**src/bmp24_pkg.sv**
```systemverilog
// ----------------------------------------------------------------------------
// bmp24_pkg
// Shared types and constants for the 24-bit bitmap to RGB565 stream decoder.
// ----------------------------------------------------------------------------
package bmp24_pkg;

  localparam int unsigned BYTE_W  = 8;
  localparam int unsigned COORD_W = 16;
  localparam int unsigned COLOR_W = 16;
  localparam int unsigned KIND_W  = 3;
  localparam int unsigned CFG_W   = 16;
  localparam int unsigned CFG_IDX_W = 2;

  // Result kinds
  localparam logic [KIND_W-1:0] KIND_PIXEL     = 3'd0;
  localparam logic [KIND_W-1:0] KIND_ORIGIN    = 3'd1;
  localparam logic [KIND_W-1:0] KIND_SIGNATURE = 3'd2;
  localparam logic [KIND_W-1:0] KIND_FORMAT    = 3'd3;
  localparam logic [KIND_W-1:0] KIND_OFFSET    = 3'd4;

  // Configuration register indexes
  localparam logic [CFG_IDX_W-1:0] CFG_ORIGIN_COL    = 2'd0;
  localparam logic [CFG_IDX_W-1:0] CFG_ORIGIN_ROW    = 2'd1;
  localparam logic [CFG_IDX_W-1:0] CFG_SCREEN_WIDTH  = 2'd2;
  localparam logic [CFG_IDX_W-1:0] CFG_SCREEN_HEIGHT = 2'd3;

  localparam logic [CFG_W-1:0] RST_ORIGIN_COL    = 16'd0;
  localparam logic [CFG_W-1:0] RST_ORIGIN_ROW    = 16'd0;
  localparam logic [CFG_W-1:0] RST_SCREEN_WIDTH  = 16'd320;
  localparam logic [CFG_W-1:0] RST_SCREEN_HEIGHT = 16'd240;

  // Header byte positions (position of the last byte of each field)
  localparam logic [31:0] POS_SIGNATURE = 32'd1;
  localparam logic [31:0] POS_OFFSET    = 32'd13;
  localparam logic [31:0] POS_WIDTH     = 32'd21;
  localparam logic [31:0] POS_HEIGHT    = 32'd25;
  localparam logic [31:0] POS_FORMAT    = 32'd29;
  localparam logic [31:0] POS_HDR_LAST  = 32'd33;

  localparam logic [15:0] BMP_SIGNATURE = 16'h4D42;
  localparam logic [15:0] BMP_PLANES    = 16'd1;
  localparam logic [15:0] BMP_BITS      = 16'd24;

  typedef struct packed {
    logic [CFG_W-1:0] origin_col;
    logic [CFG_W-1:0] origin_row;
    logic [CFG_W-1:0] screen_width;
    logic [CFG_W-1:0] screen_height;
  } cfg_t;

  typedef struct packed {
    logic [BYTE_W-1:0] file_byte;
    logic              start_of_file;
  } in_item_t;

  typedef struct packed {
    logic [KIND_W-1:0]  result_kind;
    logic [COLOR_W-1:0] pixel_color;
    logic [COORD_W-1:0] pixel_col;
    logic [COORD_W-1:0] pixel_row;
    logic               image_done;
  } result_t;

endpackage

```
**src/bmp24_decode.sv**
```systemverilog
// ----------------------------------------------------------------------------
// bmp24_decode
// Header parser, offset skipper and BGR to RGB565 pixel converter.
// ----------------------------------------------------------------------------
module bmp24_decode (
  input  logic                clk,
  input  logic                rst,
  input  logic                fire,
  input  bmp24_pkg::in_item_t item,
  input  bmp24_pkg::cfg_t     cfg,
  output logic                res_valid,
  output bmp24_pkg::result_t  res
);

  typedef enum logic [3:0] {
    PH_IDLE   = 4'b0001,
    PH_HEADER = 4'b0010,
    PH_SKIP   = 4'b0100,
    PH_PIXELS = 4'b1000
  } phase_t;

  phase_t      phase, phase_next;
  logic [31:0] byte_position, byte_position_next;
  logic [31:0] data_offset, data_offset_next;
  logic [31:0] header_word, header_word_next;
  logic [15:0] image_width, image_width_next;
  logic [15:0] image_height, image_height_next;
  logic [31:0] format_fields, format_fields_next;
  logic [15:0] column_count, column_count_next;
  logic [15:0] row_count, row_count_next;
  logic [1:0]  pad_count, pad_count_next;
  logic [1:0]  triple_index, triple_index_next;
  logic [15:0] blue_green, blue_green_next;

  logic [7:0]  b;
  logic [31:0] hw_shift;
  logic [31:0] bp_inc;
  logic [16:0] scol;
  logic [16:0] srow;
  logic [15:0] rows_left;
  logic        last_row;
  logic        last_col;
  logic        visible;
  logic        done;

  assign b         = item.file_byte;
  assign hw_shift  = {b, header_word[31:8]};
  assign bp_inc    = byte_position + 32'd1;
  assign scol      = {1'b0, cfg.origin_col} + {1'b0, column_count};
  assign rows_left = image_height - 16'd1 - row_count;
  assign srow      = {1'b0, cfg.origin_row} + {1'b0, rows_left};
  assign last_row  = ({1'b0, row_count} + 17'd1) == {1'b0, image_height};
  assign last_col  = ({1'b0, column_count} + 17'd1) == {1'b0, image_width};
  assign visible   = (scol < {1'b0, cfg.screen_width}) && (srow < {1'b0, cfg.screen_height});
  assign done      = last_row &&
                     (last_col || (({1'b0, scol} + 18'd1) == {2'b00, cfg.screen_width}));

  always_comb begin
    phase_next         = phase;
    byte_position_next = byte_position;
    data_offset_next   = data_offset;
    header_word_next   = header_word;
    image_width_next   = image_width;
    image_height_next  = image_height;
    format_fields_next = format_fields;
    column_count_next  = column_count;
    row_count_next     = row_count;
    pad_count_next     = pad_count;
    triple_index_next  = triple_index;
    blue_green_next    = blue_green;
    res_valid          = 1'b0;
    res                = '0;
    res.image_done     = 1'b1;

    if (fire) begin
      if (item.start_of_file) begin
        phase_next         = PH_HEADER;
        byte_position_next = '0;
        header_word_next   = {b, 24'h000000};
        data_offset_next   = '0;
        image_width_next   = '0;
        image_height_next  = '0;
        format_fields_next = '0;
        if (cfg.origin_col >= cfg.screen_width || cfg.origin_row >= cfg.screen_height) begin
          phase_next      = PH_IDLE;
          res_valid       = 1'b1;
          res.result_kind = bmp24_pkg::KIND_ORIGIN;
        end
      end else begin
        unique case (phase)
          PH_HEADER: begin
            byte_position_next = bp_inc;
            header_word_next   = hw_shift;
            priority if (bp_inc == bmp24_pkg::POS_SIGNATURE) begin
              if (hw_shift[31:16] != bmp24_pkg::BMP_SIGNATURE) begin
                phase_next      = PH_IDLE;
                res_valid       = 1'b1;
                res.result_kind = bmp24_pkg::KIND_SIGNATURE;
              end
            end else if (bp_inc == bmp24_pkg::POS_OFFSET) begin
              data_offset_next = hw_shift;
            end else if (bp_inc == bmp24_pkg::POS_WIDTH) begin
              image_width_next = hw_shift[15:0];
            end else if (bp_inc == bmp24_pkg::POS_HEIGHT) begin
              image_height_next = hw_shift[15:0];
            end else if (bp_inc == bmp24_pkg::POS_FORMAT) begin
              format_fields_next = hw_shift;
            end else if (bp_inc == bmp24_pkg::POS_HDR_LAST) begin
              priority if (format_fields[15:0] != bmp24_pkg::BMP_PLANES ||
                           format_fields[31:16] != bmp24_pkg::BMP_BITS ||
                           hw_shift != 32'd0) begin
                phase_next      = PH_IDLE;
                res_valid       = 1'b1;
                res.result_kind = bmp24_pkg::KIND_FORMAT;
              end else if (data_offset <= bmp24_pkg::POS_HDR_LAST) begin
                phase_next      = PH_IDLE;
                res_valid       = 1'b1;
                res.result_kind = bmp24_pkg::KIND_OFFSET;
              end else begin
                column_count_next = '0;
                row_count_next    = '0;
                pad_count_next    = '0;
                triple_index_next = '0;
                blue_green_next   = '0;
                priority if (image_width == 16'd0 || image_height == 16'd0) begin
                  phase_next = PH_IDLE;
                end else if (data_offset == bmp24_pkg::POS_HDR_LAST + 32'd1) begin
                  phase_next = PH_PIXELS;
                end else begin
                  phase_next = PH_SKIP;
                end
              end
            end else begin
              phase_next = phase;
            end
          end
          PH_SKIP: begin
            byte_position_next = bp_inc;
            if (({1'b0, bp_inc} + 33'd1) >= {1'b0, data_offset}) begin
              phase_next = PH_PIXELS;
            end
          end
          PH_PIXELS: begin
            priority if (pad_count != 2'd0) begin
              pad_count_next = pad_count - 2'd1;
              if (pad_count == 2'd1) begin
                row_count_next = row_count + 16'd1;
              end
            end else if (triple_index == 2'd0) begin
              blue_green_next   = {8'h00, b};
              triple_index_next = 2'd1;
            end else if (triple_index == 2'd1) begin
              blue_green_next   = {b, blue_green[7:0]};
              triple_index_next = 2'd2;
            end else begin
              triple_index_next = 2'd0;
              res_valid         = visible;
              res.result_kind   = bmp24_pkg::KIND_PIXEL;
              res.pixel_color   = {b[7:3], blue_green[15:10], blue_green[7:3]};
              res.pixel_col     = scol[15:0];
              res.pixel_row     = srow[15:0];
              res.image_done    = done;
              column_count_next = column_count + 16'd1;
              if (last_col) begin
                column_count_next = '0;
                priority if (last_row) begin
                  phase_next = PH_IDLE;
                end else if (image_width[1:0] != 2'd0) begin
                  pad_count_next = image_width[1:0];
                end else begin
                  row_count_next = row_count + 16'd1;
                end
              end
            end
          end
          PH_IDLE: begin
            phase_next = PH_IDLE;
          end
          default: begin
            phase_next = PH_IDLE;
          end
        endcase
      end
    end
  end

  always_ff @(posedge clk) begin
    if (rst) begin
      phase         <= PH_IDLE;
      byte_position <= '0;
      data_offset   <= '0;
      header_word   <= '0;
      image_width   <= '0;
      image_height  <= '0;
      format_fields <= '0;
      column_count  <= '0;
      row_count     <= '0;
      pad_count     <= '0;
      triple_index  <= '0;
      blue_green    <= '0;
    end else begin
      phase         <= phase_next;
      byte_position <= byte_position_next;
      data_offset   <= data_offset_next;
      header_word   <= header_word_next;
      image_width   <= image_width_next;
      image_height  <= image_height_next;
      format_fields <= format_fields_next;
      column_count  <= column_count_next;
      row_count     <= row_count_next;
      pad_count     <= pad_count_next;
      triple_index  <= triple_index_next;
      blue_green    <= blue_green_next;
    end
  end

  a_err_goes_idle: assert property (@(posedge clk) disable iff (rst)
    fire && res_valid && res.result_kind != bmp24_pkg::KIND_PIXEL |=> phase == PH_IDLE)
    else $error("error result did not return the parser to idle");

  a_err_done: assert property (@(posedge clk) disable iff (rst)
    res_valid && res.result_kind != bmp24_pkg::KIND_PIXEL |-> res.image_done)
    else $error("error result without image_done");

  a_triple_range: assert property (@(posedge clk) disable iff (rst)
    triple_index != 2'd3)
    else $error("triple index out of range");

  a_header_pos: assert property (@(posedge clk) disable iff (rst)
    phase == PH_HEADER |-> byte_position < bmp24_pkg::POS_HDR_LAST)
    else $error("header parse ran past its last byte");

endmodule

```
**src/bmp24_out_stage.sv**
```systemverilog
// ----------------------------------------------------------------------------
// bmp24_out_stage
// Result register driving the master stream and packing its payload.
// ----------------------------------------------------------------------------
module bmp24_out_stage (
  input  logic               clk,
  input  logic               rst,
  input  logic               load,
  input  logic               res_valid,
  input  bmp24_pkg::result_t res,
  output logic               free,
  output logic               m_axis_tvalid,
  input  logic               m_axis_tready,
  output logic [47:0]        m_axis_tdata,
  output logic [2:0]         m_axis_tuser,
  output logic               m_axis_tlast
);

  logic               out_valid;
  bmp24_pkg::result_t out_res;

  assign free = !out_valid || m_axis_tready;

  always_ff @(posedge clk) begin
    if (rst) begin
      out_valid <= 1'b0;
    end else if (load) begin
      out_valid <= res_valid;
    end else if (m_axis_tready) begin
      out_valid <= 1'b0;
    end
  end

  always_ff @(posedge clk) begin
    if (load && res_valid) begin
      out_res <= res;
    end
  end

  assign m_axis_tvalid = out_valid;
  assign m_axis_tdata  = {out_res.pixel_row, out_res.pixel_col, out_res.pixel_color};
  assign m_axis_tuser  = out_res.result_kind;
  assign m_axis_tlast  = out_res.image_done;

endmodule

```
**src/bmp24_stream_to_rgb565.sv**
```systemverilog
// ----------------------------------------------------------------------------
// bmp24_stream_to_rgb565
// Streams a 24-bit bitmap file byte by byte and emits cropped RGB565 pixels.
// ----------------------------------------------------------------------------
// Path: an accepted byte waits in the input register; its result then goes to
// the result register and is offered on the master side. Throughput: 1 file
// byte per cycle unless m_axis_tready stalls; each byte takes a single pass.
// Reset (synchronous, rst high): parser idle, stream registers empty,
// origin 0/0 and screen 320 x 240.
module bmp24_stream_to_rgb565 (
  input  logic        clk,
  input  logic        rst,
  input  logic        cfg_we,
  input  logic [1:0]  cfg_index,
  input  logic [15:0] cfg_data,
  input  logic        s_axis_tvalid,
  output logic        s_axis_tready,
  input  logic [7:0]  s_axis_tdata,   // [7:0] file_byte
  input  logic        s_axis_tuser,   // [0] start_of_file
  output logic        m_axis_tvalid,
  input  logic        m_axis_tready,
  output logic [47:0] m_axis_tdata,   // [15:0] pixel_color, [31:16] pixel_col,
                                      // [47:32] pixel_row
  output logic [2:0]  m_axis_tuser,   // [2:0] result_kind
  output logic        m_axis_tlast    // image_done
);

  bmp24_pkg::cfg_t     cfg;
  bmp24_pkg::in_item_t in_item;
  bmp24_pkg::result_t  res;
  logic                in_valid;
  logic                out_free;
  logic                fire;
  logic                res_valid;

  always_ff @(posedge clk) begin
    if (rst) begin
      cfg.origin_col    <= bmp24_pkg::RST_ORIGIN_COL;
      cfg.origin_row    <= bmp24_pkg::RST_ORIGIN_ROW;
      cfg.screen_width  <= bmp24_pkg::RST_SCREEN_WIDTH;
      cfg.screen_height <= bmp24_pkg::RST_SCREEN_HEIGHT;
    end else if (cfg_we) begin
      unique case (cfg_index)
        bmp24_pkg::CFG_ORIGIN_COL:    cfg.origin_col    <= cfg_data;
        bmp24_pkg::CFG_ORIGIN_ROW:    cfg.origin_row    <= cfg_data;
        bmp24_pkg::CFG_SCREEN_WIDTH:  cfg.screen_width  <= cfg_data;
        bmp24_pkg::CFG_SCREEN_HEIGHT: cfg.screen_height <= cfg_data;
        default:                      cfg.origin_col    <= cfg.origin_col;
      endcase
    end
  end

  assign fire          = in_valid && out_free;
  assign s_axis_tready = !in_valid || out_free;

  always_ff @(posedge clk) begin
    if (rst) begin
      in_valid <= 1'b0;
    end else if (s_axis_tvalid && s_axis_tready) begin
      in_valid <= 1'b1;
    end else if (fire) begin
      in_valid <= 1'b0;
    end
  end

  always_ff @(posedge clk) begin
    if (s_axis_tvalid && s_axis_tready) begin
      in_item.file_byte     <= s_axis_tdata;
      in_item.start_of_file <= s_axis_tuser;
    end
  end

  bmp24_decode u_decode (
    .clk       (clk),
    .rst       (rst),
    .fire      (fire),
    .item      (in_item),
    .cfg       (cfg),
    .res_valid (res_valid),
    .res       (res)
  );

  bmp24_out_stage u_out_stage (
    .clk           (clk),
    .rst           (rst),
    .load          (fire),
    .res_valid     (res_valid),
    .res           (res),
    .free          (out_free),
    .m_axis_tvalid (m_axis_tvalid),
    .m_axis_tready (m_axis_tready),
    .m_axis_tdata  (m_axis_tdata),
    .m_axis_tuser  (m_axis_tuser),
    .m_axis_tlast  (m_axis_tlast)
  );

endmodule
```
**config.mk**
```make
export PLATFORM = sky130hd
export DESIGN_NAME = bmp24_stream_to_rgb565
export DESIGN_NICKNAME = d
export VERILOG_FILES = /design/src/bmp24_pkg.sv /design/src/bmp24_decode.sv /design/src/bmp24_out_stage.sv /design/src/bmp24_stream_to_rgb565.sv
export SDC_FILE = /design/constraint.sdc
export NUM_CORES = 1
export LEC_CHECK = 0
export ABC_CLOCK_PERIOD_IN_PS = 8600
export BUFFER_PORTS_ARGS = -buffer_cell sky130_fd_sc_hd__buf_2
export CAP_MARGIN = 10
export CELL_PAD_IN_SITES_DETAIL_PLACEMENT = 0
export CELL_PAD_IN_SITES_GLOBAL_PLACEMENT = 1
export CORE_AREA = 2 2 223 225
export DETAILED_ROUTE_END_ITERATION = 6
export DIE_AREA = 0 0 225 227
export PLACE_DENSITY = 0.75
export RECOVER_POWER = 50
export SLEW_MARGIN = 40
export SYNTH_ARGS = -nofsm -noshare
export SYNTH_HDL_FRONTEND = slang
export SYNTH_SLANG_ARGS = --single-unit
```
**constraint.sdc**
```tcl
create_clock -name clk -period 8.6 [get_ports clk]
set_clock_uncertainty 0.2 [all_clocks]
set_input_delay 0 -clock clk [delete_from_list [all_inputs] [get_ports clk]]
set_output_delay 0 -clock clk [all_outputs]
set_load 0.1 [all_outputs]
```
==> summary.txt, run 1 <==
Run status
  • Outcome: finished, violations left
  • Failing checks: capacitance limit, slew limit

Power and ir drop
  • Power density cells: 157 nW/um^2
  • Worst VDD drop: 165 uV
  • Switching power: 0.972 mW
  • Sequential Power Share: 44.6%
  • Leakage power: 8.68 nW
  • Internal: about 2.7 mW
  • Switching share of total power: 26.7%
  • Clock power share: 45.3%
  • Logic pwr share: 10.1%

Global routing
  • Initial antenna violation count: 0
  • Vias in the first global route: 18000
  • First-pass GRT wire length: between 90 and 100 mm
  • GRT Util Overall: approximately a quarter
  • Pin count of the biggest net entering global routing: 84
  • Total grt overflow: 0

Job
  • Max Cap Viol: 2

CTS
  • Post-CTS Hold Fix Bufs: 51
  • Setup Buffers After CTS: 0
  • Total CTS buffers: 37
  • Clk buf depth: 3
  • CTS Sinks: 330
  • CTS tree: yes
  • H-tree Lvls: 2
  • Worst-path clk slew: 0.06 ns
  • Resized Gates After CTS: 0
  • Worst-Skew Late Latency: 0.58 ns
  • Root buf cell: clkbuf_16

Floorplan
  • Die Y: 227 um
  • Die W: 225 um
  • Core Region: 48500 um^2
  • Rows: 81
  • Initial cell density of the core: 42.6%
  • IO Pins: 86
  • Die area: 51100 um^2

Logic synthesis
  • Ys async rst share: 0%
  • Area share of the largest cell type after synthesis: 26.1%
  • Number of library cell types mapped by synthesis: 97
  • Syn Inst Count: 2454
  • YS warnings: 0
  • Post-synth EDFFs: 61
  • Post-synthesis area per instance: around 8.4 um^2
  • Syn_nets: approximately 2600
  • Mapped Area: roughly 21000 um^2
  • Largest cells by area after synthesis: dfxtp_1, ha_1, edfxtp_1
  • Register area share after synthesis: 34.9%
  • Synth area leader: dfxtp_1
  • Top FF cell, synth: dfxtp_1
  • Synth Register Bits: 330

STA
  • Slew @ Worst Pin: 4.43 ns
  • Max Slew Vio Count: 120
  • Min Tclk post-route: ~6.6 ns
  • RSZ-0062 raised after global routing: no
  • Setup WS post-layout: 1.98 ns
  • Setup TNS: 0 ns
  • Final period utilization: approximately 77%
  • Final Hold Vio Count: 0
  • Peak Freq: 151 MHz
  • Max_slew headroom: -195%
  • Setup violators final: 0

Cells and area
  • Area of the multi-input gates: between 10000 and 15000 um^2
  • Layout area overhead: 12.3%
  • Nets: between 2000 and 3000
  • Ant diodes: 0
  • Design area: around 23000 um^2
  • Sequential Area: 7220 um^2
  • Final core occ: 47.8%
  • Fill count: roughly 4700
  • Final cell count without fillers: 3173
  • Share of cells above drive strength 1: 6.35%

Critical path
  • CP Class: reg2reg
  • Worst-path fanout max: 49
  • Reg2reg start: u_decode.row_count[1]$_SDFFE_PP0P_
  • Critical R2R Capture: u_out_stage.m_axis_tdata[15]$_SDFFCE_PP0P_
  • Setup crit start kind: flip-flop
  • Crit-path max cell delay: roughly 0.66 ns
  • Critical Path RT: 8.58 ns
  • R2R setup slack: just under 2 ns
  • Crit path capture type: flip-flop
  • Worst path arrival time: 6.61 ns
  • Crit path cell chain: inv_1 > ha_1 > a21o_1 > a21oi_1 > o21bai_1 > a21o_1 > a21oi_1 > o21ai_0 > o41ai_1 > xnor2_1 > ha_1 > nand2_1 > o31ai_1 > a21o_1 > a21oi_1 > xnor2_1 > ha_1 > nor2b_1 > o21ai_0 > and3_1 > o221ai_1 > o21a_1 > nor3_4 > buf_4
  • CP max-delay cell: buf_4
  • Worst reg-to-reg path cell count: 24

Placement
  • HPWL after DPL: around 46 mm
  • Cell Area, Placed: 21500 um^2
  • Placed Cells: 3054
  • Place WS: 2.01 ns
  • GPL Wtd Cong: 0.920
  • I/O Buffers: 85

Worst hold path
  • WHS Path Cells: 4
  • Hold wc startpoint: cfg_data[12]
  • Hold Crit Endpoint: cfg[12]$_SDFFE_PP0P_
  • Worst hold path type: in2reg

Routing
  • Vias/cell: 5.86
  • Drt wl/cell: approximately 20 um
  • Detailed-route wire length: 63.4 mm
  • Vias: ~19000
  • First-iteration detailed-routing DRC count: 1352
  • DRC viols: 0
  • Pre-Repair DR Iteration Count: 6
  • Post-DRT Antenna Nets: 0
[metal layers]
metal / track usage, % / up-vias / share of wire, %
met3: 2.96 / 126 / 4.2
met2: 43.2 / 478 / 48
met5: 0 / - / 0
li1: - / 9058 / -
met1: 31.1 / 8945 / 44
met4: 9.87 / 0 / 3.7
[cells by family (layout without fill, tap and decap cells)]
family	count (synthesis)	count (layout)	share of synthesized area, %
buf+inv	248	345	5.03
simple gates	963	963	24.0
flops	330	330	34.9
xor+xnor	141	141	6.11
compound gates	569	569	18.1
fa+ha+maj	154	154	9.43
mux	49	49	2.40
[cell type report]
class | instances | share of cell area [%]
Multi-Input combinational cell | 1876 | 53.8
Sequential cell | 330 | 31.1
Clock buffer | 49 | 4.53
Timing Repair Buffer | 160 | 4.51
Tap cell | 622 | 3.35
Inverter | 117 | 1.89
Clock inverter | 19 | 0.873
[worst max-delay path: cells and delay by family, from the launching register on]
kind | cells | cell delay, ns
buffers and inverters | 2 | 0.77
AOI/OAI and AO/OA | 13 | 2.90
DFF | 1 | 0.40
adders and majority gates | 3 | 0.97
and+or+nand+nor | 4 | 0.61
xor gates and xnor gates | 2 | 0.38
[sequential cells by signal (all words and copies together), names as in the netlist, 9 cells and up]
signal / cells
u_decode.image_height: 16
u_decode.format_fields: 32
in_item: 9
u_decode.column_count: 16
u_decode.header_word: 24
u_decode.row_count: 16
cfg: 64
u_decode.byte_position: 32
u_decode.data_offset: 32
u_decode.blue_green: 11
u_decode.image_width: 16
u_out_stage.m_axis_tdata: 48
[Yosys cell counts (9+ instances only)]
cell type  instances
nand2_1          286
dfxtp_1          269
nor2_1           188
a21oi_1          177
ha_1             151
inv_1            115
clkbuf_1         107
o21ai_0           92
xnor2_1           90
a22o_1            69
edfxtp_1          61
nand3_1           59
nand4_1           59
nor4_1            58
nor3_1            56
and2_1            54
xor2_1            49
mux2i_1           45
a21o_1            36
a22oi_1           30
and3_1            29
or3_1             29
nand3b_1          20
a211oi_1          19
nand2b_1          19
o211ai_1          19
and4_1            18
o21a_1            18
a31oi_1           17
nor2b_1           16
o21bai_1          12
or4_1             12
o31ai_1           11
nor4b_1            9
[stage by stage]
| stage | power (mW) | hold slack (ns) |
|---|---|---|
| floorplan | 1.91 | -0.101 |
| global placement | 2.00 | -0.0216 |
| detailed placement | 2.01 | -0.0195 |
| CTS | 3.68 | 0.0557 |
| global route | 3.78 | 0.0950 |
| finish | 3.64 | 0.0766 |
[worst max-delay path by stage]
| stage | from | endpoint | slack, ns | cells after the start |
|---|---|---|---|---|
| after global routing | u_decode.row_count[1]$_SDFFE_PP0P_ | u_out_stage.m_axis_tdata[41]$_SDFFCE_PP0P_ | 1.38 | 24 |
| after global placement | u_decode.row_count[1]$_SDFFE_PP0P_ | u_out_stage.m_axis_tdata[15]$_SDFFCE_PP0P_ | 2.14 | 24 |
| after CTS | u_decode.row_count[1]$_SDFFE_PP0P_ | u_out_stage.m_axis_tdata[41]$_SDFFCE_PP0P_ | 2.01 | 24 |
| final | u_decode.row_count[1]$_SDFFE_PP0P_ | u_out_stage.m_axis_tdata[15]$_SDFFCE_PP0P_ | 1.98 | 24 |
| after floorplan | u_decode.row_count[0]$_SDFFE_PP0P_ | u_out_stage.m_axis_tdata[0]$_SDFFCE_PP0P_ | 1.59 | 25 |
| after detailed placement | u_decode.row_count[1]$_SDFFE_PP0P_ | u_out_stage.m_axis_tdata[17]$_SDFFCE_PP0P_ | 2.01 | 24 |
[power groups by stage]
stage / sequential (mW) / clock [mW] / combinational, mW
after floorplan: 1.73 / 0 / 0.179
after global placement: 1.66 / 0 / 0.347
after detailed placement: 1.66 / 0 / 0.354
after CTS: 1.62 / 1.69 / 0.371
after global routing: 1.63 / 1.75 / 0.403
final: 1.62 / 1.65 / 0.369
[layout by cell type, fill, tap and decap left out, drive strengths merged, types with 17 or more instances in the layout]
master / n
nand4: 60
edfxtp: 61
buf: 51
o21a: 18
a31oi: 17
nor2: 188
a21o: 37
or3: 31
xnor2: 90
o211ai: 19
a22o: 69
a211oi: 19
and2: 55
nand2: 288
dfxtp: 269
ha: 151
inv: 117
nor4: 60
nand3b: 20
a22oi: 30
and3: 29
clkbuf: 107
nor3: 59
and4: 19
o21ai: 96
xor2: 49
nand2b: 19
dlygate4sd3: 51
nand3: 59
a21oi: 177
mux2i: 45
Power figures use the tool's default switching activity.
==> run 2, diff against run 1 <==
--- a/config.mk
+++ b/config.mk
@@ -5,15 +5,15 @@
 export SDC_FILE = /design/constraint.sdc
 export NUM_CORES = 1
 export LEC_CHECK = 0
-export ABC_CLOCK_PERIOD_IN_PS = 8600
+export ABC_CLOCK_PERIOD_IN_PS = 6300
 export BUFFER_PORTS_ARGS = -buffer_cell sky130_fd_sc_hd__buf_2
 export CAP_MARGIN = 10
 export CELL_PAD_IN_SITES_DETAIL_PLACEMENT = 0
 export CELL_PAD_IN_SITES_GLOBAL_PLACEMENT = 1
-export CORE_AREA = 2 2 223 225
+export CORE_AREA = 2 2 211 213
 export DETAILED_ROUTE_END_ITERATION = 6
-export DIE_AREA = 0 0 225 227
-export PLACE_DENSITY = 0.75
+export DIE_AREA = 0 0 213 215
+export PLACE_DENSITY = 0.79
 export RECOVER_POWER = 50
 export SLEW_MARGIN = 40
 export SYNTH_ARGS = -nofsm -noshare
==> constraint.sdc (replaced) <==
create_clock -name clk -period 6.3 [get_ports clk]
set_clock_uncertainty 0.2 [all_clocks]
set_input_delay 0 -clock clk [delete_from_list [all_inputs] [get_ports clk]]
set_output_delay 0 -clock clk [all_outputs]
set_load 0.1 [all_outputs]
==> summary.txt, run 2 (synthesis gave the netlist of run 1 again) <==
Run status
  • Outcome: finished, violations left (unchanged)
  • Failing checks: capacitance limit, slew limit (unchanged)

Cells and area
  • Max FFs per register: 64 (unchanged)
  • Fill count: 4119 (was 4677)
  • Most common cell after layout, fill and taps aside: nand2_1 (unchanged)
  • Nets: 2716 (was 2708)
  • Design area: 23300 um^2 (was 23200 um^2)
  • Layout area overhead: 12.8% (was 12.3%)
  • Most frequent cells in the layout: nand2_1, dfxtp_1, nor2_1 (unchanged)
  • Share of cells above drive strength 1: 6.84% (was 6.35%)
  • Reg with most FFs: cfg (unchanged)

Global routing
  • Pin count of the biggest net entering global routing: 73 (was 84)
  • GRT Util Overall: 26.9% (was 24.7%)
  • First-pass GRT wire length: 97.8 mm (was 99.8 mm)
  • Total grt overflow: 0 (unchanged)
  • Vias in the first global route: 17800 (was 18000)
  • Initial antenna violation count: 1 (was 0)

Job
  • Max Cap Viol: 5 (was 2)

CTS
  • H-tree Lvls: 2 (unchanged)
  • Worst-path clk slew: 0.06 ns (about the same)
  • Total CTS buffers: 38 (was 37)
  • CTS Sinks: 330 (unchanged)
  • Clk buf depth: 3 (unchanged)
  • Root buf cell: clkbuf_16 (unchanged)
  • CTS tree: yes (unchanged)
  • Worst-Skew Late Latency: 0.58 ns (about the same)

STA
  • Setup violators final: 0 (unchanged)
  • Final period utilization: 92.7% (was 77.0%)
  • Setup TNS: 0 ns (unchanged)
  • Final Hold Vio Count: 0 (unchanged)
  • Peak Freq: 171 MHz (was 151 MHz)
  • RSZ-0062 raised after global routing: no (unchanged)
  • Slew @ Worst Pin: 3.60 ns (was 4.43 ns)
  • Max Slew Vio Count: 211 (was 120)
  • Max_slew headroom: -140% (was -195%)
  • Min Tclk post-route: 5.84 ns (was 6.62 ns)

Routing
  • First-iteration detailed-routing DRC count: 1362 (was 1352)
  • Pre-Repair DR Iteration Count: 7 (was 6)
  • Post-DRT Antenna Nets: 0 (unchanged)
  • Drt wl/cell: 19.9 um (was 20.0 um)
  • Vias/cell: 5.93 (was 5.86)
  • Vias: 18700 (was 18600)
  • Detailed-route wire length: 62.8 mm (was 63.4 mm)
  • DRC viols: 0 (unchanged)

Critical path
  • Worst reg-to-reg path cell count: 21 (was 24)
  • CP Class: reg2reg (unchanged)
  • Critical Path RT: 6.44 ns (was 8.58 ns)
  • Critical R2R Capture: u_decode.phase[1]$_SDFFE_PP0P_ (was u_out_stage.m_axis_tdata[15]$_SDFFCE_PP0P_)
  • Reg2reg start: u_decode.byte_position[2]$_SDFFE_PP0P_ (was u_decode.row_count[1]$_SDFFE_PP0P_)
  • Setup crit start kind: flip-flop (unchanged)
  • R2R setup slack: 0.46 ns (was 1.98 ns)
  • Worst path arrival time: 5.98 ns (was 6.61 ns)
  • Crit path capture type: flip-flop (unchanged)
  • Worst-path fanout max: 8 (was 49)

Floorplan
  • IO Pins: 86 (unchanged)
  • Initial cell density of the core: 47.4% (was 42.6%)
  • Rows: 77 (was 81)
  • Die W: 213 um (was 225 um)
  • Core Region: 43600 um^2 (was 48500 um^2)
  • Die Y: 215 um (was 227 um)
  • Die area: 45800 um^2 (was 51100 um^2)

Placement
  • GPL Wtd Cong: 0.904 (was 0.920)
  • I/O Buffers: 85 (unchanged)
  • Cell Area, Placed: 21600 um^2 (was 21500 um^2)
  • HPWL after DPL: 45.8 mm (was 46.2 mm)

Worst hold path
  • Hold Crit Endpoint: cfg[29]$_SDFFE_PP0P_ (was cfg[12]$_SDFFE_PP0P_)
  • Worst hold path type: in2reg (unchanged)
  • Hold wc startpoint: cfg_data[13] (was cfg_data[12])
  • WHS Path Cells: 4 (unchanged)

Power and ir drop
  • Power density cells: 216 nW/um^2 (was 157 nW/um^2)
  • Leakage power: 8.73 nW (was 8.68 nW)
  • Worst VDD drop: 204 uV (was 165 uV)
==> run 2: where the power goes <==
| part | internal [mW] | total (mW) | switching, mW | leakage [nW] |
|---|---|---|---|---|
| registers | 2.18 | 2.22 | 0.0332 | 2.66 |
| clock network | 1.34 | 2.31 | 0.968 | 0.636 |
| logic | 0.160 | 0.515 | 0.355 | 5.43 |
==> run 2: cell type report <==
| type | instances | area (um^2) | share of cell area (%) |
|---|---|---|---|
| diodes | 1 | 2.50 | 0.0107 |
| flip-flops and latches | 330 | 7220 | 31.0 |
| inverters | 117 | 439 | 1.88 |
| clock inverters | 21 | 255 | 1.09 |
| repair buffers | 167 | 1110 | 4.75 |
| multi-input cells | 1876 | 12500 | 53.7 |
| well taps | 592 | 741 | 3.18 |
| clock buffers | 48 | 1030 | 4.43 |
==> run 2: worst max-delay path: stages (launching register included) <==
cell and delay, ns:
dfxtp_1 0.46, ha_1 0.26, nand2_2 0.15, nor4_1 0.36, xor2_1 0.43, o211ai_1 0.25
or3_1 0.43, nor3_2 0.26, nand3_1 0.23, or4_1 0.56, a21oi_1 0.19, xor2_1 0.19
ha_1 0.27, a21o_1 0.16, a21o_1 0.17, a21oi_1 0.14, nor2b_1 0.05, o21ai_0 0.20
o211ai_1 0.22, o21a_1 0.24, nand4_1 0.09, a21oi_1 0.06
==> run 2: worst max path at each step <==
stage,start,cells after the start,endpoint
2_1_floorplan,u_decode.row_count[0]$_SDFFE_PP0P_,25,u_out_stage.m_axis_tdata[0]$_SDFFCE_PP0P_
3_3_place_gp,u_decode.row_count[0]$_SDFFE_PP0P_,26,u_out_stage.m_axis_tuser[2]$_SDFFCE_PP0P_
3_5_place_dp,u_decode.row_count[0]$_SDFFE_PP0P_,26,u_out_stage.m_axis_tuser[2]$_SDFFCE_PP0P_
4_1_cts,u_decode.row_count[0]$_SDFFE_PP0P_,26,u_out_stage.m_axis_tdata[15]$_SDFFCE_PP0P_
5_1_grt,u_decode.row_count[1]$_SDFFE_PP0P_,26,u_out_stage.m_axis_tdata[34]$_SDFFCE_PP0P_
6_report,u_decode.byte_position[2]$_SDFFE_PP0P_,21,u_decode.phase[1]$_SDFFE_PP0P_
==> run 2: metrics by stage <==
| step | power (mW) | hold slack, ns | setup WS [ns] | instances | utilization, % |
|---|---|---|---|---|---|
| 2_1_floorplan | 2.61 | -0.101 | 0.0568 | 2454 | - |
| 3_3_place_gp | 2.73 | -0.0219 | 0.381 | 3031 | 49.3 |
| 3_5_place_dp | 2.74 | -0.0219 | 0.280 | 3033 | 49.4 |
| 4_1_cts | 5.07 | 0.0341 | 0.244 | 3149 | 53.5 |
| 5_1_grt | 5.20 | 0.0738 | 0.0353 | 3151 | 53.4 |
| 6_report | 5.04 | 0.0731 | 0.457 | 3152 | 53.4 |
==> run 2: routing by layer <==
metal / wire length (um) / share of wire [%] / global-route usage (%) / up-vias
met5: 0 / 0 / 0 / -
met4: 2340 / 3.7 / 10.6 / 0
met3: 2750 / 4.4 / 3.26 / 135
met2: 30500 / 49 / 46.2 / 481
met1: 27200 / 43 / 34.0 / 9014
li1: - / - / - / 9062
==> run 2: repair_timing <==
action / CTS / global route
endpoints found under the hold margin: 120 / 0
setup buffers: 0 / 1
hold buffers: 47 / 0
setup endpoints to repair: 0 / 52
resized for setup: 0 / 9
==> run 3, diff against run 2 <==
--- a/config.mk
+++ b/config.mk
@@ -13,6 +13,7 @@
 export CORE_AREA = 2 2 211 213
 export DETAILED_ROUTE_END_ITERATION = 6
 export DIE_AREA = 0 0 213 215
+export GPL_TIMING_DRIVEN = 0
 export PLACE_DENSITY = 0.79
 export RECOVER_POWER = 50
 export SLEW_MARGIN = 40
==> summary.txt, run 3 (synthesis gave the netlist of run 1 again) <==
Cells and area
  • Reg with most FFs: cfg (unchanged)
  • Most frequent cells in the layout: nand2_1, dfxtp_1, nor2_1 (unchanged)
  • Share of cells above drive strength 1: 7.02% (was 6.84%)
  • Nets: 2818 (was 2716)
  • Layout area overhead: 15.4% (was 12.8%)
  • Sequential Area: 7220 um^2 (about the same)
  • Max FFs per register: 64 (unchanged)
  • Area of the multi-input gates: 12600 um^2 (was 12500 um^2)
  • Final cell count without fillers: 3256 (was 3152)
  • Final core occ: 54.7% (was 53.4%)
  • Most common cell after layout, fill and taps aside: nand2_1 (unchanged)
  • Fill count: 4164 (was 4119)

Routing
  • First-iteration detailed-routing DRC count: 1245 (was 1362)
  • Detailed-route wire length: 67.2 mm (was 62.8 mm)
  • Drt wl/cell: 20.6 um (was 19.9 um)
  • DRC viols: 0 (unchanged)
  • Post-DRT Antenna Nets: 0 (unchanged)
  • Vias/cell: 5.92 (was 5.93)
  • Pre-Repair DR Iteration Count: 5 (was 7)
  • Vias: 19300 (was 18700)

STA
  • Slew @ Worst Pin: 1.21 ns (was 3.60 ns)
  • Min Tclk post-route: 5.96 ns (was 5.84 ns)
  • RSZ-0062 raised after global routing: no (unchanged)
  • Max Slew Vio Count: 0 (was 211)
  • Setup TNS: 0 ns (unchanged)
  • Setup violators final: 0 (unchanged)
  • Final period utilization: 94.7% (was 92.7%)
  • Setup WS post-layout: 0.337 ns (was 0.457 ns)
  • Peak Freq: 168 MHz (was 171 MHz)
  • Final Hold Vio Count: 0 (unchanged)
  • Max_slew headroom: 20.0% (was -140%)

Power and ir drop
  • Total power: 5.20 mW (was 5.04 mW)
  • Power density cells: 218 nW/um^2 (was 216 nW/um^2)
  • Worst VDD drop: 229 uV (was 204 uV)
  • Leakage power: 8.95 nW (was 8.73 nW)

Floorplan
  • Die Y: 215 um (unchanged)
  • Core Region: 43600 um^2 (unchanged)
  • Die area: 45800 um^2 (unchanged)
  • IO Pins: 86 (unchanged)
  • Rows: 77 (unchanged)
  • Initial cell density of the core: 47.4% (unchanged)
  • Die W: 213 um (unchanged)

Critical path
  • Worst path arrival time: 6.04 ns (was 5.98 ns)
  • Crit path capture type: flip-flop (unchanged)
  • Worst reg-to-reg path cell count: 27 (was 21)
  • Setup crit start kind: flip-flop (unchanged)
  • CP Class: reg2reg (unchanged)
  • Worst-path fanout max: 12 (was 8)
  • R2R setup slack: 0.34 ns (was 0.46 ns)
  • Reg2reg start: u_decode.row_count[1]$_SDFFE_PP0P_ (was u_decode.byte_position[2]$_SDFFE_PP0P_)
  • Critical Path RT: 6.38 ns (was 6.44 ns)
  • Critical R2R Capture: u_out_stage.m_axis_tdata[38]$_SDFFCE_PP0P_ (was u_decode.phase[1]$_SDFFE_PP0P_)

Job
  • Max Cap Viol: 0 (was 5)

CTS
  • Root buf cell: clkbuf_16 (unchanged)
  • Total CTS buffers: 39 (was 38)
  • Worst-Skew Late Latency: 0.59 ns (was 0.58 ns)
  • Clk buf depth: 3 (unchanged)
  • Worst-path clk slew: 0.06 ns (about the same)
  • CTS tree: yes (unchanged)
  • CTS Sinks: 330 (unchanged)
  • H-tree Lvls: 2 (unchanged)

Placement
  • Placed Cells: 3136 (was 3033)
  • GPL Wtd Cong: 0.921 (was 0.904)
  • I/O Buffers: 83 (was 85)
  • Place WS: -0.401 ns (was 0.280 ns)
  • HPWL after DPL: 51.6 mm (was 45.8 mm)

Global routing
  • Total grt overflow: 0 (unchanged)
  • Pin count of the biggest net entering global routing: 15 (was 73)
  • Initial antenna violation count: 0 (was 1)
  • Vias in the first global route: 18500 (was 17800)
  • First-pass GRT wire length: 104 mm (was 97.8 mm)
  • GRT Util Overall: 29.0% (was 26.9%)

Worst hold path
  • WHS Path Cells: 4 (unchanged)
  • Hold Crit Endpoint: cfg[29]$_SDFFE_PP0P_ (unchanged)
  • Worst hold path type: in2reg (unchanged)
  • Hold wc startpoint: cfg_data[13] (unchanged)

Run status
  • Outcome: complete, no violations (was finished, violations left)
## run 3: timing repair
| item | in CTS | in global routing |
|---|---|---|
| endpoints found under the hold margin | 85 | 0 |
| gates resized for setup | 9 | 20 |
| hold buffers | 45 | 0 |
| cloned | 0 | 0 |
| setup buffers | 1 | 4 |
| setup endpoints to repair | 49 | 45 |
| pin swaps | 1 | 3 |
## run 3: layout make-up
cell class / instances / share of cell area (%)
Clock buffer: 56 / 4.92
Inverter: 117 / 1.84
Multi-Input combinational cell: 1876 / 52.7
Timing Repair Buffer: 139 / 3.74
Clock inverter: 16 / 0.960
Tap cell: 592 / 3.10
Sequential cell: 330 / 30.3
Antenna cell: 1 / 0.0105
Buffer: 129 / 2.45
## run 3: worst max-delay path by stage
stage / from / to / slack [ns]
floorplan: u_decode.row_count[0]$_SDFFE_PP0P_ / u_out_stage.m_axis_tdata[0]$_SDFFCE_PP0P_ / 0.06
CTS: u_decode.row_count[0]$_SDFFE_PP0P_ / u_out_stage.m_axis_tdata[47]$_SDFFCE_PP0P_ / 0.06
detailed placement: u_decode.row_count[2]$_SDFFE_PP0P_ / u_out_stage.m_axis_tdata[33]$_SDFFCE_PP0P_ / -0.40
finish: u_decode.row_count[1]$_SDFFE_PP0P_ / u_out_stage.m_axis_tdata[38]$_SDFFCE_PP0P_ / 0.34
global placement: u_decode.row_count[2]$_SDFFE_PP0P_ / u_out_stage.m_axis_tlast$_SDFFCE_PP1P_ / -1.63
global route: u_decode.byte_position[2]$_SDFFE_PP0P_ / u_decode.phase[2]$_SDFFE_PP0P_ / 0.003
## run 3: metal layers
layer	share of wire (%)	track usage, %
met5	0	0
met4	3.6	10.9
met3	4.3	2.97
met2	50	50.8
met1	43	36.5
## run 3: report_power, final
group | switching [mW] | leakage (nW) | total [mW] | internal (mW)
Sequential | 0.0338 | 2.66 | 2.22 | 2.18
Clock | 1.00 | 0.693 | 2.45 | 1.45
Combinational | 0.372 | 5.60 | 0.534 | 0.162
## run 3: through the flow
step | instance area, um^2 | hold slack [ns]
2_1_floorplan | 20700 | -0.101
3_3_place_gp | 21800 | -0.0202
3_5_place_dp | 21900 | -0.0203
4_1_cts | 23800 | 0.0579
5_1_grt | 23900 | 0.0908
6_report | 23900 | 0.0838
## run 3: critical path: stages (launching register included)
cell	delay, ns
dfxtp_2	0.37
inv_1	0.10
ha_1	0.30
a21o_1	0.19
a21oi_2	0.19
o21bai_1	0.09
a21o_1	0.21
a21oi_2	0.16
o21ai_1	0.14
nor2_1	0.14
xnor2_1	0.17
ha_1	0.29
a21o_1	0.22
nor4_4	0.36
o31ai_4	0.13
a21o_1	0.19
a21oi_1	0.18
xnor2_1	0.19
ha_1	0.29
nor2b_1	0.13
o21ai_0	0.13
and3_1	0.18
o221ai_1	0.15
o21a_2	0.31
nor3_4	0.15
buf_6	0.16
buf_6	0.17
buf_8	0.17
